==> src/sv/cdf_pkg.sv <==
// Shared widths and request types for the critically damped follower.
`timescale 1ns / 1ps

package cdf_pkg;

    localparam int WORD_W = 32;
    localparam int DT_W   = 24;

    // Request to the shared multiplier: one rounded, saturated fixed-point product
    typedef struct packed {
        logic                     go;
        logic signed [WORD_W-1:0] a;
        logic signed [WORD_W-1:0] b;
    } mul_req_t;

    // Request to the shared divider: numerator is 2^(2F+1) or 2^(2F)
    typedef struct packed {
        logic              go;
        logic              twice_num;
        logic [WORD_W-1:0] divisor;
    } div_req_t;

endpackage

==> src/sv/critically_damped_follower.sv <==
// Critically damped follower: sequencer around a shared multiplier and divider.
`timescale 1ns / 1ps
// Work: an accepted word runs two serial divisions of 2*FRAC_BITS + 2 steps and ten
//   products, three of them under the second division, before its result is registered.
// Flow: one word in work, the next enters the cycle after its result is committed;
//   preset word or zero time step: S_DONE straight after acceptance, then the result register.
// Reset (aresetn low, synchronous): value and velocity cleared, smooth_time back to 0.25 s.

module critically_damped_follower
    import cdf_pkg::*;
#(
    parameter int FRAC_BITS = 16
) (
    input  logic                     aclk,
    input  logic                     aresetn,
    // configuration
    input  logic                     cfg_wr_en,
    input  logic [WORD_W-1:0]        cfg_wr_data,
    // input words
    input  logic                     s_valid,
    output logic                     s_ready,
    input  logic signed [WORD_W-1:0] s_target_value,
    input  logic [DT_W-1:0]          s_time_step,
    input  logic                     s_preset_to_target,
    // result words
    output logic                     m_valid,
    input  logic                     m_ready,
    output logic signed [WORD_W-1:0] m_new_value,
    output logic signed [WORD_W-1:0] m_new_velocity,
    output logic                     m_snapped
);

    // Fixed-point constants follow the fraction width
    localparam logic signed [WORD_W-1:0] ONE_Q = WORD_W'(64'(1) << FRAC_BITS);
    localparam logic signed [WORD_W-1:0] K048  =
        WORD_W'(((64'(48) << FRAC_BITS) + 64'd50) / 64'd100);
    localparam logic signed [WORD_W-1:0] K0235 =
        WORD_W'(((64'(235) << FRAC_BITS) + 64'd500) / 64'd1000);
    localparam longint ST_MIN_RAW = ((64'(1) << FRAC_BITS) + 64'd5000) / 64'd10000;
    localparam logic [WORD_W-1:0] ST_MIN = (ST_MIN_RAW < 1) ? WORD_W'(1) : WORD_W'(ST_MIN_RAW);
    localparam logic [WORD_W-1:0] ST_RESET = 32'd16384;
    localparam logic signed [WORD_W-1:0] S_MAX = {1'b0, {(WORD_W-1){1'b1}}};
    localparam logic signed [WORD_W-1:0] S_MIN = {1'b1, {(WORD_W-1){1'b0}}};

    typedef enum logic [7:0] {
        S_IDLE       = 8'b0000_0001,
        S_OMEGA_GO   = 8'b0000_0010,
        S_OMEGA_WAIT = 8'b0000_0100,
        S_MUL        = 8'b0000_1000,
        S_MUL_WAIT   = 8'b0001_0000,
        S_DECAY_GO   = 8'b0010_0000,
        S_DECAY_WAIT = 8'b0100_0000,
        S_DONE       = 8'b1000_0000
    } state_t;

    // Product steps, in issue order
    typedef enum logic [3:0] {
        OP_X  = 4'd0,   // x = omega * dt
        OP_X2 = 4'd1,   // x^2
        OP_X3 = 4'd2,   // x^3
        OP_T1 = 4'd3,   // 0.48 x^2, folded into den
        OP_T2 = 4'd4,   // 0.235 x^3, folded into den
        OP_A1 = 4'd5,   // omega * disp, folded into velocity
        OP_VS = 4'd6,   // step = (vel + omega * disp) * dt
        OP_A2 = 4'd7,   // omega * step, taken off velocity
        OP_NV = 4'd8,   // new velocity = (...) * decay
        OP_RS = 4'd9    // value offset = (disp + step) * decay
    } op_t;

    function automatic logic signed [WORD_W-1:0] sat_add(input logic signed [WORD_W-1:0] a,
                                                         input logic signed [WORD_W-1:0] b);
        logic [WORD_W:0] s;
        s = {a[WORD_W-1], a} + {b[WORD_W-1], b};
        if (s[WORD_W] != s[WORD_W-1]) begin
            return s[WORD_W] ? S_MIN : S_MAX;
        end
        return $signed(s[WORD_W-1:0]);
    endfunction

    function automatic logic signed [WORD_W-1:0] sat_sub(input logic signed [WORD_W-1:0] a,
                                                         input logic signed [WORD_W-1:0] b);
        logic [WORD_W:0] s;
        s = {a[WORD_W-1], a} - {b[WORD_W-1], b};
        if (s[WORD_W] != s[WORD_W-1]) begin
            return s[WORD_W] ? S_MIN : S_MAX;
        end
        return $signed(s[WORD_W-1:0]);
    endfunction

    state_t state_reg, state_next;
    op_t    op_reg, op_next;

    logic [WORD_W-1:0]        smooth_time_reg;
    logic signed [WORD_W-1:0] cur_val_reg;
    logic signed [WORD_W-1:0] cur_vel_reg;

    // working registers for one word
    logic signed [WORD_W-1:0] tgt_reg;
    logic [DT_W-1:0]          dt_reg;
    logic signed [WORD_W-1:0] disp_reg;
    logic signed [WORD_W-1:0] omega_reg;
    logic signed [WORD_W-1:0] x_reg;
    logic signed [WORD_W-1:0] x2_reg;
    logic signed [WORD_W-1:0] x3_reg;
    logic signed [WORD_W-1:0] den_reg;
    logic signed [WORD_W-1:0] decay_reg;
    logic signed [WORD_W-1:0] acc_reg;
    logic signed [WORD_W-1:0] vstep_reg;
    logic signed [WORD_W-1:0] nvel_reg;
    logic signed [WORD_W-1:0] res_reg;
    logic                     run_reg;

    // result register
    logic                     m_valid_reg;
    logic signed [WORD_W-1:0] m_value_reg;
    logic signed [WORD_W-1:0] m_velocity_reg;
    logic                     m_snapped_reg;

    mul_req_t                 mul_req;
    logic                     mul_done;
    logic signed [WORD_W-1:0] mul_result;
    div_req_t                 div_req;
    logic                     div_busy;
    logic [WORD_W-1:0]        div_quot;

    logic                     accept;
    logic                     commit;
    logic signed [WORD_W-1:0] dt_ext;
    logic signed [WORD_W-1:0] den_t2;
    logic                     snap;

    cdf_qmul #(.FRAC_BITS(FRAC_BITS)) u_qmul (
        .aclk    (aclk),
        .aresetn (aresetn),
        .req     (mul_req),
        .done    (mul_done),
        .result  (mul_result)
    );

    cdf_div #(.FRAC_BITS(FRAC_BITS)) u_div (
        .aclk    (aclk),
        .aresetn (aresetn),
        .req     (div_req),
        .busy    (div_busy),
        .quot    (div_quot)
    );

    assign s_ready = (state_reg == S_IDLE);
    assign accept  = s_valid && s_ready;
    // hand the word over once the result register is free or being emptied
    assign commit  = (state_reg == S_DONE) && (!m_valid_reg || m_ready);
    assign dt_ext  = $signed({{(WORD_W-DT_W){1'b0}}, dt_reg});

    // Overshoot guard: value has gone past the target on the far side
    assign snap = run_reg &&
                  (((tgt_reg > cur_val_reg) && (res_reg > tgt_reg)) ||
                   ((tgt_reg < cur_val_reg) && (res_reg < tgt_reg)));

    // Last denominator term, with the floor of one raw step
    always_comb begin
        den_t2 = sat_add(den_reg, mul_result);
        if (den_t2 < $signed(WORD_W'(1))) begin
            den_t2 = $signed(WORD_W'(1));
        end
    end

    // Operand select for the shared multiplier
    always_comb begin
        mul_req.go = (state_reg == S_MUL);
        mul_req.a  = '0;
        mul_req.b  = '0;
        case (op_reg)
            OP_X:  begin mul_req.a = omega_reg; mul_req.b = dt_ext;    end
            OP_X2: begin mul_req.a = x_reg;     mul_req.b = x_reg;     end
            OP_X3: begin mul_req.a = x2_reg;    mul_req.b = x_reg;     end
            OP_T1: begin mul_req.a = K048;      mul_req.b = x2_reg;    end
            OP_T2: begin mul_req.a = K0235;     mul_req.b = x3_reg;    end
            OP_A1: begin mul_req.a = omega_reg; mul_req.b = disp_reg;  end
            OP_VS: begin mul_req.a = acc_reg;   mul_req.b = dt_ext;    end
            OP_A2: begin mul_req.a = omega_reg; mul_req.b = vstep_reg; end
            OP_NV: begin mul_req.a = acc_reg;   mul_req.b = decay_reg; end
            OP_RS: begin
                mul_req.a = sat_add(disp_reg, vstep_reg);
                mul_req.b = decay_reg;
            end
            default: begin mul_req.a = '0; mul_req.b = '0; end
        endcase
    end

    // Divider requests: omega from the clamped smoothing time, decay from den
    always_comb begin
        div_req.go        = (state_reg == S_OMEGA_GO) || (state_reg == S_DECAY_GO);
        div_req.twice_num = (state_reg == S_OMEGA_GO);
        if (state_reg == S_OMEGA_GO) begin
            div_req.divisor = (smooth_time_reg < ST_MIN) ? ST_MIN : smooth_time_reg;
        end else begin
            div_req.divisor = den_reg;
        end
    end

    // Sequencer
    always_comb begin
        state_next = state_reg;
        op_next    = op_reg;
        unique case (state_reg)
            S_IDLE: begin
                if (accept) begin
                    if (s_preset_to_target || (s_time_step == '0)) begin
                        state_next = S_DONE;
                    end else begin
                        state_next = S_OMEGA_GO;
                    end
                end
            end
            S_OMEGA_GO: begin
                state_next = S_OMEGA_WAIT;
            end
            S_OMEGA_WAIT: begin
                if (!div_busy) begin
                    op_next    = OP_X;
                    state_next = S_MUL;
                end
            end
            S_MUL: begin
                state_next = S_MUL_WAIT;
            end
            S_MUL_WAIT: begin
                state_next = S_MUL;
                case (op_reg)
                    OP_X:    op_next = OP_X2;
                    OP_X2:   op_next = OP_X3;
                    OP_X3:   op_next = OP_T1;
                    OP_T1:   op_next = OP_T2;
                    OP_T2:   state_next = S_DECAY_GO;
                    OP_A1:   op_next = OP_VS;
                    OP_VS:   op_next = OP_A2;
                    OP_A2:   state_next = S_DECAY_WAIT;
                    OP_NV:   op_next = OP_RS;
                    OP_RS:   state_next = S_DONE;
                    default: state_next = S_DONE;
                endcase
            end
            S_DECAY_GO: begin
                // velocity products do not need decay: run them under the division
                op_next    = OP_A1;
                state_next = S_MUL;
            end
            S_DECAY_WAIT: begin
                if (!div_busy) begin
                    op_next    = OP_NV;
                    state_next = S_MUL;
                end
            end
            S_DONE: begin
                if (commit) begin
                    state_next = S_IDLE;
                end
            end
            default: state_next = S_IDLE;
        endcase
    end

    always_ff @(posedge aclk) begin
        if (!aresetn) begin
            state_reg <= S_IDLE;
            op_reg    <= OP_X;
        end else begin
            state_reg <= state_next;
            op_reg    <= op_next;
        end
    end

    // Configuration and follower state
    always_ff @(posedge aclk) begin
        if (!aresetn) begin
            smooth_time_reg <= ST_RESET;
            cur_val_reg     <= '0;
            cur_vel_reg     <= '0;
        end else begin
            if (cfg_wr_en) begin
                smooth_time_reg <= cfg_wr_data;
            end
            if (commit) begin
                cur_val_reg <= snap ? tgt_reg : res_reg;
                cur_vel_reg <= snap ? '0 : nvel_reg;
            end
        end
    end

    // Working registers
    always_ff @(posedge aclk) begin
        if (accept) begin
            tgt_reg  <= s_target_value;
            dt_reg   <= s_time_step;
            disp_reg <= sat_sub(cur_val_reg, s_target_value);
            run_reg  <= !s_preset_to_target && (s_time_step != '0);
            if (s_preset_to_target) begin
                // preset: jump onto the target, drop the velocity
                res_reg  <= s_target_value;
                nvel_reg <= '0;
            end else begin
                // hold the state; a zero step simply repeats it
                res_reg  <= cur_val_reg;
                nvel_reg <= cur_vel_reg;
            end
        end
        if ((state_reg == S_OMEGA_WAIT) && !div_busy) begin
            omega_reg <= $signed(div_quot);
        end
        if ((state_reg == S_DECAY_WAIT) && !div_busy) begin
            decay_reg <= $signed(div_quot);
        end
        if ((state_reg == S_MUL_WAIT) && mul_done) begin
            case (op_reg)
                OP_X:    x_reg     <= mul_result;
                OP_X2:   x2_reg    <= mul_result;
                OP_X3:   x3_reg    <= mul_result;
                OP_T1:   den_reg   <= sat_add(sat_add(ONE_Q, x_reg), mul_result);
                OP_T2:   den_reg   <= den_t2;
                OP_A1:   acc_reg   <= sat_add(cur_vel_reg, mul_result);
                OP_VS:   vstep_reg <= mul_result;
                OP_A2:   acc_reg   <= sat_sub(cur_vel_reg, mul_result);
                OP_NV:   nvel_reg  <= mul_result;
                OP_RS:   res_reg   <= sat_add(tgt_reg, mul_result);
                default: res_reg   <= res_reg;
            endcase
        end
    end

    // Result register: load on commit, drop once taken
    always_ff @(posedge aclk) begin
        if (!aresetn) begin
            m_valid_reg <= 1'b0;
        end else if (commit) begin
            m_valid_reg <= 1'b1;
        end else if (m_ready) begin
            m_valid_reg <= 1'b0;
        end
    end

    always_ff @(posedge aclk) begin
        if (commit) begin
            m_value_reg    <= snap ? tgt_reg : res_reg;
            m_velocity_reg <= snap ? '0 : nvel_reg;
            m_snapped_reg  <= snap;
        end
    end

    assign m_valid        = m_valid_reg;
    assign m_new_value    = m_value_reg;
    assign m_new_velocity = m_velocity_reg;
    assign m_snapped      = m_snapped_reg;

`ifndef SYNTHESIS
    // The divider is never restarted while a division is under way
    a_div_no_restart: assert property (@(posedge aclk) disable iff (!aresetn)
        div_req.go |-> !div_busy)
        else $error("divider started while busy");

    // A snapped result always carries zero velocity
    a_snap_zero_vel: assert property (@(posedge aclk) disable iff (!aresetn)
        (m_valid && m_snapped) |-> (m_new_velocity == '0))
        else $error("snapped result with nonzero velocity");

    // Decay factor lies in [0, 1.0] when it is used
    a_decay_range: assert property (@(posedge aclk) disable iff (!aresetn)
        ((state_reg == S_MUL) && (op_reg == OP_NV)) |->
            ((decay_reg >= $signed(WORD_W'(0))) && (decay_reg <= ONE_Q)))
        else $error("decay factor out of range");

    // An accepted word closes the input until its result is handed over
    a_one_word: assert property (@(posedge aclk) disable iff (!aresetn)
        accept |=> !s_ready)
        else $error("input reopened during work");
`endif

endmodule

==> src/sv/cdf_qmul.sv <==
// Shared fixed-point multiplier: registered product, then rounding and saturation.
`timescale 1ns / 1ps

module cdf_qmul
    import cdf_pkg::*;
#(
    parameter int FRAC_BITS = 16
) (
    input  logic                     aclk,
    input  logic                     aresetn,
    input  mul_req_t                 req,
    output logic                     done,
    output logic signed [WORD_W-1:0] result
);

    localparam logic [2*WORD_W-1:0] HALF = (2*WORD_W)'(1) << (FRAC_BITS - 1);

    logic [WORD_W-1:0]   mag_a;
    logic [WORD_W-1:0]   mag_b;
    logic [2*WORD_W-1:0] prod_reg;
    logic                neg_reg;
    logic                vld_reg;
    logic [2*WORD_W-1:0] rounded;
    logic                big;

    assign mag_a = req.a[WORD_W-1] ? WORD_W'(-req.a) : WORD_W'(req.a);
    assign mag_b = req.b[WORD_W-1] ? WORD_W'(-req.b) : WORD_W'(req.b);

    always_ff @(posedge aclk) begin
        if (!aresetn) begin
            vld_reg <= 1'b0;
        end else begin
            vld_reg <= req.go;
        end
    end

    always_ff @(posedge aclk) begin
        if (req.go) begin
            prod_reg <= {{WORD_W{1'b0}}, mag_a} * {{WORD_W{1'b0}}, mag_b};
            neg_reg  <= req.a[WORD_W-1] ^ req.b[WORD_W-1];
        end
    end

    // round to nearest on the magnitude, ties away from zero
    assign rounded = (prod_reg + HALF) >> FRAC_BITS;
    assign big     = |rounded[2*WORD_W-1:WORD_W-1];

    always_comb begin
        if (neg_reg) begin
            result = big ? {1'b1, {(WORD_W-1){1'b0}}} : -$signed(rounded[WORD_W-1:0]);
        end else begin
            result = big ? {1'b0, {(WORD_W-1){1'b1}}} : $signed(rounded[WORD_W-1:0]);
        end
    end

    assign done = vld_reg;

endmodule

==> src/sv/cdf_div.sv <==
// Shared restoring divider, one quotient bit a cycle, quotient saturated to 31 bits.
`timescale 1ns / 1ps

module cdf_div
    import cdf_pkg::*;
#(
    parameter int FRAC_BITS = 16
) (
    input  logic              aclk,
    input  logic              aresetn,
    input  div_req_t          req,
    output logic              busy,
    output logic [WORD_W-1:0] quot
);

    localparam int DW = 2 * FRAC_BITS + 2;
    localparam int CW = $clog2(DW + 1);
    localparam int EW = (DW > WORD_W) ? DW : WORD_W;

    logic [DW-1:0]     dvd_reg;
    logic [WORD_W-1:0] rem_reg;
    logic [WORD_W-1:0] dsr_reg;
    logic [CW-1:0]     cnt_reg;
    logic              busy_reg;
    logic [WORD_W:0]   trial;
    logic              fits;
    logic [WORD_W:0]   rem_next;
    logic [EW-1:0]     q_ext;

    assign trial    = {rem_reg, dvd_reg[DW-1]};
    assign fits     = trial >= {1'b0, dsr_reg};
    assign rem_next = fits ? (trial - {1'b0, dsr_reg}) : trial;

    always_ff @(posedge aclk) begin
        if (!aresetn) begin
            busy_reg <= 1'b0;
            cnt_reg  <= '0;
        end else if (req.go) begin
            busy_reg <= 1'b1;
            cnt_reg  <= CW'(DW);
        end else if (busy_reg) begin
            cnt_reg  <= cnt_reg - CW'(1);
            busy_reg <= (cnt_reg != CW'(1));
        end
    end

    always_ff @(posedge aclk) begin
        if (req.go) begin
            dvd_reg <= req.twice_num ? (DW'(1) << (2 * FRAC_BITS + 1))
                                     : (DW'(1) << (2 * FRAC_BITS));
            rem_reg <= '0;
            dsr_reg <= req.divisor;
        end else if (busy_reg) begin
            dvd_reg <= {dvd_reg[DW-2:0], fits};
            rem_reg <= rem_next[WORD_W-1:0];
        end
    end

    assign q_ext = EW'(dvd_reg);
    assign quot  = (|q_ext[EW-1:WORD_W-1]) ? {1'b0, {(WORD_W-1){1'b1}}} : q_ext[WORD_W-1:0];
    assign busy  = busy_reg;

endmodule
==> config.mk <==
export PLATFORM = sky130hd
export DESIGN_NAME = critically_damped_follower
export DESIGN_NICKNAME = d
export VERILOG_FILES = /design/src/sv/cdf_pkg.sv /design/src/sv/critically_damped_follower.sv /design/src/sv/cdf_qmul.sv /design/src/sv/cdf_div.sv
export SDC_FILE = /design/constraint.sdc
export NUM_CORES = 2
export LEC_CHECK = 0
export BUFFER_PORTS_ARGS = -buffer_cell sky130_fd_sc_hd__buf_2
export CAP_MARGIN = 15
export CORE_UTILIZATION = 40
export CTS_CLUSTER_SIZE = 24
export DETAILED_ROUTE_END_ITERATION = 12
export HOLD_SLACK_MARGIN = 0.05
export PLACE_DENSITY = 0.64
export RECOVER_POWER = 100
export SYNTH_ARGS = -nofsm -noshare
export SYNTH_HDL_FRONTEND = slang
export SYNTH_SLANG_ARGS = --single-unit
==> constraint.sdc <==
create_clock -name aclk -period 21.2 [get_ports aclk]
set_clock_uncertainty 0.05 [all_clocks]
set_input_delay 2.12 -clock aclk [delete_from_list [all_inputs] [get_ports aclk]]
set_output_delay 2.12 -clock aclk [all_outputs]
set_load 0.02 [all_outputs]
## Word-level counts from Yosys, hierarchy flattened

Cells that the tools add are included.

| operators by class | value |
|---|---|
| bitwise operators | 2 |
| reduce and logical (&&, ||, !) cells | 38 |
| multiply operators | 1 |
| order comparisons | 7 |
| add/subtract/negate cells | 14 |
| equality and inequality tests | 33 |
| mux-type cells | 88 |

Operator list:

| operator | number |
|---|---|
| $mux 32 | 45 |
| $pmux 64 s10 | 1 |
| $pmux 32 s2 | 3 |
| $add 32x32->33 | 5 |
| $mux 34 | 3 |
| $neg 32->32 | 3 |
| $sub 32x32->33 | 2 |
| $add 64x16->64 const B | 1 |
| $gt 32x32->1 | 2 |
| $lt 32x32->1 | 2 |
| $mul 32x32->64 | 1 |
| $pmux 8 s7 | 1 |
| $add 18x32->33 const A | 1 |
| $ge 33x32->1 | 1 |
| $lt 32x2->1 const B | 1 |
| $lt 32x3->1 const B | 1 |
| $mux 8 | 4 |
| $sub 32x32->32 | 1 |
| $pmux 4 s7 | 1 |
| $logic_not 24->1 | 1 |
| $mux 1 | 24 |
| $pmux 8 s3 | 1 |
| $reduce_bool 24->1 | 1 |
| $reduce_or 17->1 | 1 |
| other kinds (37) | 76 |

| word-level totals | value |
|---|---|
| register bits after elaboration | 754 |
| output and inout port bits | 67 |
| word-level logic and storage cells | 215 |
| input bits | 94 |

## Depth between registers and ports, before layout

| depth | value |
|---|---|
| depth in word-level cells | 15 |
| mapped depth | 51 |
| gate-level depth less buffers | 49 |

## Hierarchy

From an unflattened synthesis, not the netlist that was laid out.

| second synthesis, totals | value |
|---|---|
| cells, all modules | 9041 |
| area, all modules | 81982.4 um^2 |

Modules (own cells, without submodules):

| module | cells an instance | sequential area each (um^2) | instances | area an instance (um^2) |
|---|---|---|---|---|
| critically_damped_follower | 4086 | 16095.4 | 1 | 38579.5 |
| cdf_qmul | 4339 | 1521.5 | 1 | 37370.8 |
| cdf_div | 616 | 2762.6 | 1 | 6032.0 |

## Worst setup path after synthesis

No wires, ideal clock.

| timing path | value |
|---|---|
| kind | flip-flop to flip-flop |
| start point | register disp_reg[0] |
| end point | register u_qmul.prod_reg[62], data pin |
| setup time | 0.262 ns |
| stages on the path, launching flop included | 49 |
| arrival | 11.648 ns |
| path buffers | 3 |
| clock period less this slack | 11.960 ns |
| path slack | 9.240 ns |
| cell sequence | edfxtp_1 -> ha_1 -> fa_1 -> a211oi_2 -> nor3b_2 -> o31a_1 -> a311oi_2 -> a2111o_1 -> nand2_2 -> o21ai_0 -> nand4_1 -> and3_1 -> inv_1 -> clkbuf_1 -> ha_1 -> o2111a_1 -> and4_1 -> nor4b_4 -> [... 13 more ...] -> fa_1 -> fa_1 -> ha_1 -> clkbuf_1 -> a21o_1 -> a21o_1 -> a21oi_1 -> o21ai_0 -> a21oi_1 -> nor2_1 -> a211oi_1 -> and3_1 -> a21boi_2 -> a21oi_2 -> o31a_1 -> o311a_1 -> o21ai_1 -> xor2_1 |

| between the ends | value |
|---|---|
| longest elaborated chain between the ends | 9 |

Ends and longest elaborated chain:

| element | line | source |
|---|---|---|
| start: declaration | critically_damped_follower.sv:100 | `logic signed [WORD_W-1:0] disp_reg;` |
| start signal: assignment | critically_damped_follower.sv:295 | `disp_reg <= sat_sub(cur_val_reg, s_target_value);` |
| $add 32x32->33 | critically_damped_follower.sv:73 | `s = {a[WORD_W-1], a} + {b[WORD_W-1], b};` |
| $ne 1x1->1 | critically_damped_follower.sv:74 | `if (s[WORD_W] != s[WORD_W-1]) begin` |
| $mux 1 | critically_damped_follower.sv:74 |  |
| $mux 1 | critically_damped_follower.sv:172 | `case (op_reg)` |
| $mux 32 | critically_damped_follower.sv:77 | `return $signed(s[WORD_W-1:0]);` |
| $pmux 64 s10 * | critically_damped_follower.sv:172 |  |
| $neg 32->32 | cdf_qmul.sv:26 | `assign mag_a = req.a[WORD_W-1] ? WORD_W'(-req.a) : WORD_W'(req.a);` |
| $mux 32 | cdf_qmul.sv:26 |  |
| $mul 32x32->64 * | cdf_qmul.sv:39 | `prod_reg <= {{WORD_W{1'b0}}, mag_a} * {{WORD_W{1'b0}}, mag_b};` |
| end signal: assignment | cdf_qmul.sv:39 |  |
| end: declaration | cdf_qmul.sv:20 | `logic [2*WORD_W-1:0] prod_reg;` |

Every way passes the cells marked *; elsewhere a longest branch is shown, timed or not. The select of a mux whose other input is x is not followed.
A chain may end at the register's enable or synchronous reset.

## Final worst setup path

| timing path | value |
|---|---|
| start point | register op_reg[1] |
| end point | register u_qmul.prod_reg[60], data pin |

| between the ends | value |
|---|---|
| longest elaborated chain between the ends | 5 |

Ends and longest elaborated chain:

| element | line | source |
|---|---|---|
| start: declaration | critically_damped_follower.sv:91 | `op_t op_reg, op_next;` |
| start signal: assignment | critically_damped_follower.sv:269 | `op_reg <= op_next;` |
| $eq 4x4->1, or another cell as far along | critically_damped_follower.sv:172 |  |
| $pmux 64 s10 * | critically_damped_follower.sv:172 |  |
| $neg 32->32, on equally long branches | cdf_qmul.sv:26, cdf_qmul.sv:27 |  |
| $mux 32, on equally long branches | cdf_qmul.sv:26, cdf_qmul.sv:27 |  |
| $mul 32x32->64 * | cdf_qmul.sv:39 |  |

Every way passes the cells marked *; elsewhere a longest branch is shown, timed or not.

==> insert_results.sql <==
INSERT INTO impl_metrics (metric_group, metric, value, unit) VALUES
('outcome', 'status', 'finished with violations', ''),
('outcome', 'violations', 'capacitance limit, slew limit', ''),
('place', 'port-buffer-count', '160', ''),
('route', 'drt-initial-drc-count', '6790', ''),
('yosys', 'ys_dominant_reg_cell', 'edfxtp_1', ''),
('global_route', 'grt_overflow', '0', ''),
('route', 'drt_pass1_iterations', '6', ''),
('layout', 'largest_register_ffs', '49', ''),
('floorplan', 'core-area', '0.200', 'mm2'),
('yosys', 'ys_types', '109', ''),
('layout', 'finalNetCount', '10500', ''),
('timing', 'worst_slack', '3.75', 'ns'),
('yosys', 'synth.top_cells.by_area', 'fa_1, edfxtp_1, ha_1', ''),
('timing', 'period_share', '82.3', '%'),
('timing', 'whs', '0.427', 'ns'),
('global_route', 'grt_start_max_net_pins', '105', ''),
('yosys', 'synth_top_cells_by_count', 'inv_1, nor2_1, nand2_1', ''),
('run', 'timing.max_cap.violations', '32', ''),
('clock_tree', 'max-clock-path-buffers', '3', ''),
('route', 'detail_route.wl_per_cell', '23.7', 'um'),
('floorplan', 'num_io_pins', '161', ''),
('yosys', 'synth.avg_cell_area', '9.11', 'um2'),
('worst_setup_path', 'critPathLaunchType', 'flop', ''),
('worst_setup_path', 'data_required_time_of_the_critical_path', '21.60', 'ns'),
('route', 'via_per_inst', '5.71', ''),
('min_path', 'hold_path_class', 'reg2reg', ''),
('worst_setup_path', 'largest_delay_share_family_worst_path', 'simple AND/OR/NAND/NOR gates', ''),
('timing', 'final-max-slew-violation-count', '1099', ''),
('yosys', 'yosys.area.top_type', 'fa_1', ''),
('layout', 'final_layout_size_suffix_gt1_share', '5.13', '%'),
('clock_tree', 'cts_resized', '0', ''),
('place', 'dpl.cell_count', '11500', ''),
('worst_setup_path', 'cp_max_fo', '57', ''),
('layout', 'synthToLayoutAreaGrowth', '8.44', '%'),
('timing', 'max_freq', '57.3', 'MHz'),
('yosys', 'synth-async-reset-ratio', '0', '%'),
('route', 'drcViolationCount', '0', ''),
('yosys', 'yosys_warnings', '0', ''),
('worst_setup_path', 'critical_path.n_buffers_inverters', '11', ''),
('clock_tree', 'cts.sink_count', '739', ''),
('min_path', 'hold_depth', '1', ''),
('place', 'pre_cts_slack', '7.37', 'ns'),
('worst_setup_path', 'critical_path_depth', '46', ''),
('global_route', 'initial_antenna_violation_count', '11', ''),
('layout', 'final-instance-count-excl-fill', '11600', ''),
('route', 'drt-total-wl', '276000', 'um'),
('clock_tree', 'holdBufCountCts', '0', ''),
('worst_setup_path', 'regToRegSetupSlack', '3.75', 'ns'),
('yosys', 'syn_inst', '8887', ''),
('worst_setup_path', 'cp-end-kind', 'flop', ''),
('global_route', 'groute.usage.overall', '26.9', '%'),
('timing', 'setup-violations-final', '0', ''),
('route', 'drt.antenna.violating_nets', '0', ''),
('timing', 'grt_setup_unrepaired', 'no', ''),
('yosys', 'post-synth-top-count-cell', 'inv_1', ''),
('route', 'dr_total_vias', '66500', ''),
('floorplan', 'num_rows', '164', ''),
('yosys', 'synth.cell_area', '0.0809', 'mm2'),
('place', 'routabilityCongestion', '1.02', ''),
('global_route', 'grt_first_pass_wirelength', '417000', 'um'),
('worst_setup_path', 'criticalPathCategory', 'reg2reg', ''),
('clock_tree', 'tritoncts', 'yes', ''),
('yosys', 'number_of_enable_type_register_cells_in_the_synthesized_netlist', '558', ''),
('clock_tree', 'clk-insertion-delay-late', '0.72', 'ns'),
('clock_tree', 'clkTransAtPathRegs', '0.07', 'ns'),
('timing', 'count_of_endpoints_failing_hold_in_the_final_timing_report', '0', ''),
('floorplan', 'initial_core_util', '40.4', '%'),
('worst_setup_path', 'r2r.worst_path.cells', '46', ''),
('clock_tree', 'cts-buffers-inserted', '77', ''),
('yosys', 'synthDominantCellAreaShare', '22.3', '%'),
('clock_tree', 'cts.root.buffer_cell', 'clkbuf_16', '');
[per-layer routing]
layer	share of wire (%)	wire length, um	vias up	track usage, %
met3	9.0	25000	663	4.94
met2	45	125000	3214	43.1
met4	5.5	15100	12	13.0
met5	0.034	94	-	0
li1	-	-	29600	-
met1	40	111000	33000	35.1
[cell families after synthesis]
group | after synthesis | synth area share (%)
AO/OA/AOI/OAI | 1665 | 13.3
flip-flops | 739 | 25.2
other | 1 | 0.00463
multiplexers | 199 | 2.56
XOR/XNOR | 424 | 4.69
AND/OR/NAND/NOR | 2695 | 14.9
buffers and inverters | 1671 | 7.84
adder cells (fa/ha/maj) | 1493 | 31.5
[worst paths after layout]
kind                startpoint             endpoint
hold reg to reg   nvel_reg[31]      cur_vel_reg[31]
setup / recovery     op_reg[1]  u_qmul.prod_reg[60]
hold / removal    nvel_reg[31]      cur_vel_reg[31]
setup reg to reg     op_reg[1]  u_qmul.prod_reg[60]
[cells in the final DEF (no fill, tap or decap), types with 36 or more instances in the layout]
cell type | Yosys | final
ha_1 | 589 | 589
xnor2_1 | 263 | 231
nand4_1 | 69 | 69
xor2_1 | 150 | 129
a21oi_1 | 574 | 571
a211oi_1 | 59 | 59
o21ai_0 | 245 | 251
nor3_1 | 80 | 76
a22oi_1 | 120 | 120
nor2_1 | 990 | 986
clkbuf_1 | 335 | 196
a21o_1 | 159 | 159
and2_1 | 54 | 48
nand2b_1 | 123 | 122
nor3b_1 | 42 | 42
and3_1 | 98 | 98
dfxtp_1 | 181 | 178
clkbuf_16 | 0 | 79
buf_4 | 4 | 123
a31oi_1 | 40 | 40
o22ai_1 | 48 | 48
a22o_1 | 36 | 36
fa_1 | 903 | 903
nand3_1 | 109 | 109
nand2_1 | 908 | 908
edfxtp_1 | 558 | 558
mux2i_1 | 141 | 141
o21bai_1 | 64 | 64
buf_2 | 49 | 38
nor2b_1 | 79 | 79
inv_1 | 1262 | 1260
[layout make-up]
cell class                      instances  area, um2
Tap cell                             2656       3320
Antenna cell                            5       12.5
Fill cell                           19400     113000
Multi-Input combinational cell       6478      54800
Clock inverter                         53        579
Inverter                             1265       4750
Sequential cell                       739      20400
Clock buffer                           90       2040
Timing Repair Buffer                  354       1910
[stage by stage]
step / utilization (%) / area [um2]
finish: 43.8 / 87800
global route: 43.8 / 87800
detailed placement: 42.7 / 85600
global placement: 42.7 / 85600
floorplan: - / 80900
CTS: 44.0 / 88200
Power is left out: the tool's default activity adds up to more than one toggle a clock period on the data nets, which glitch-free logic cannot reach.
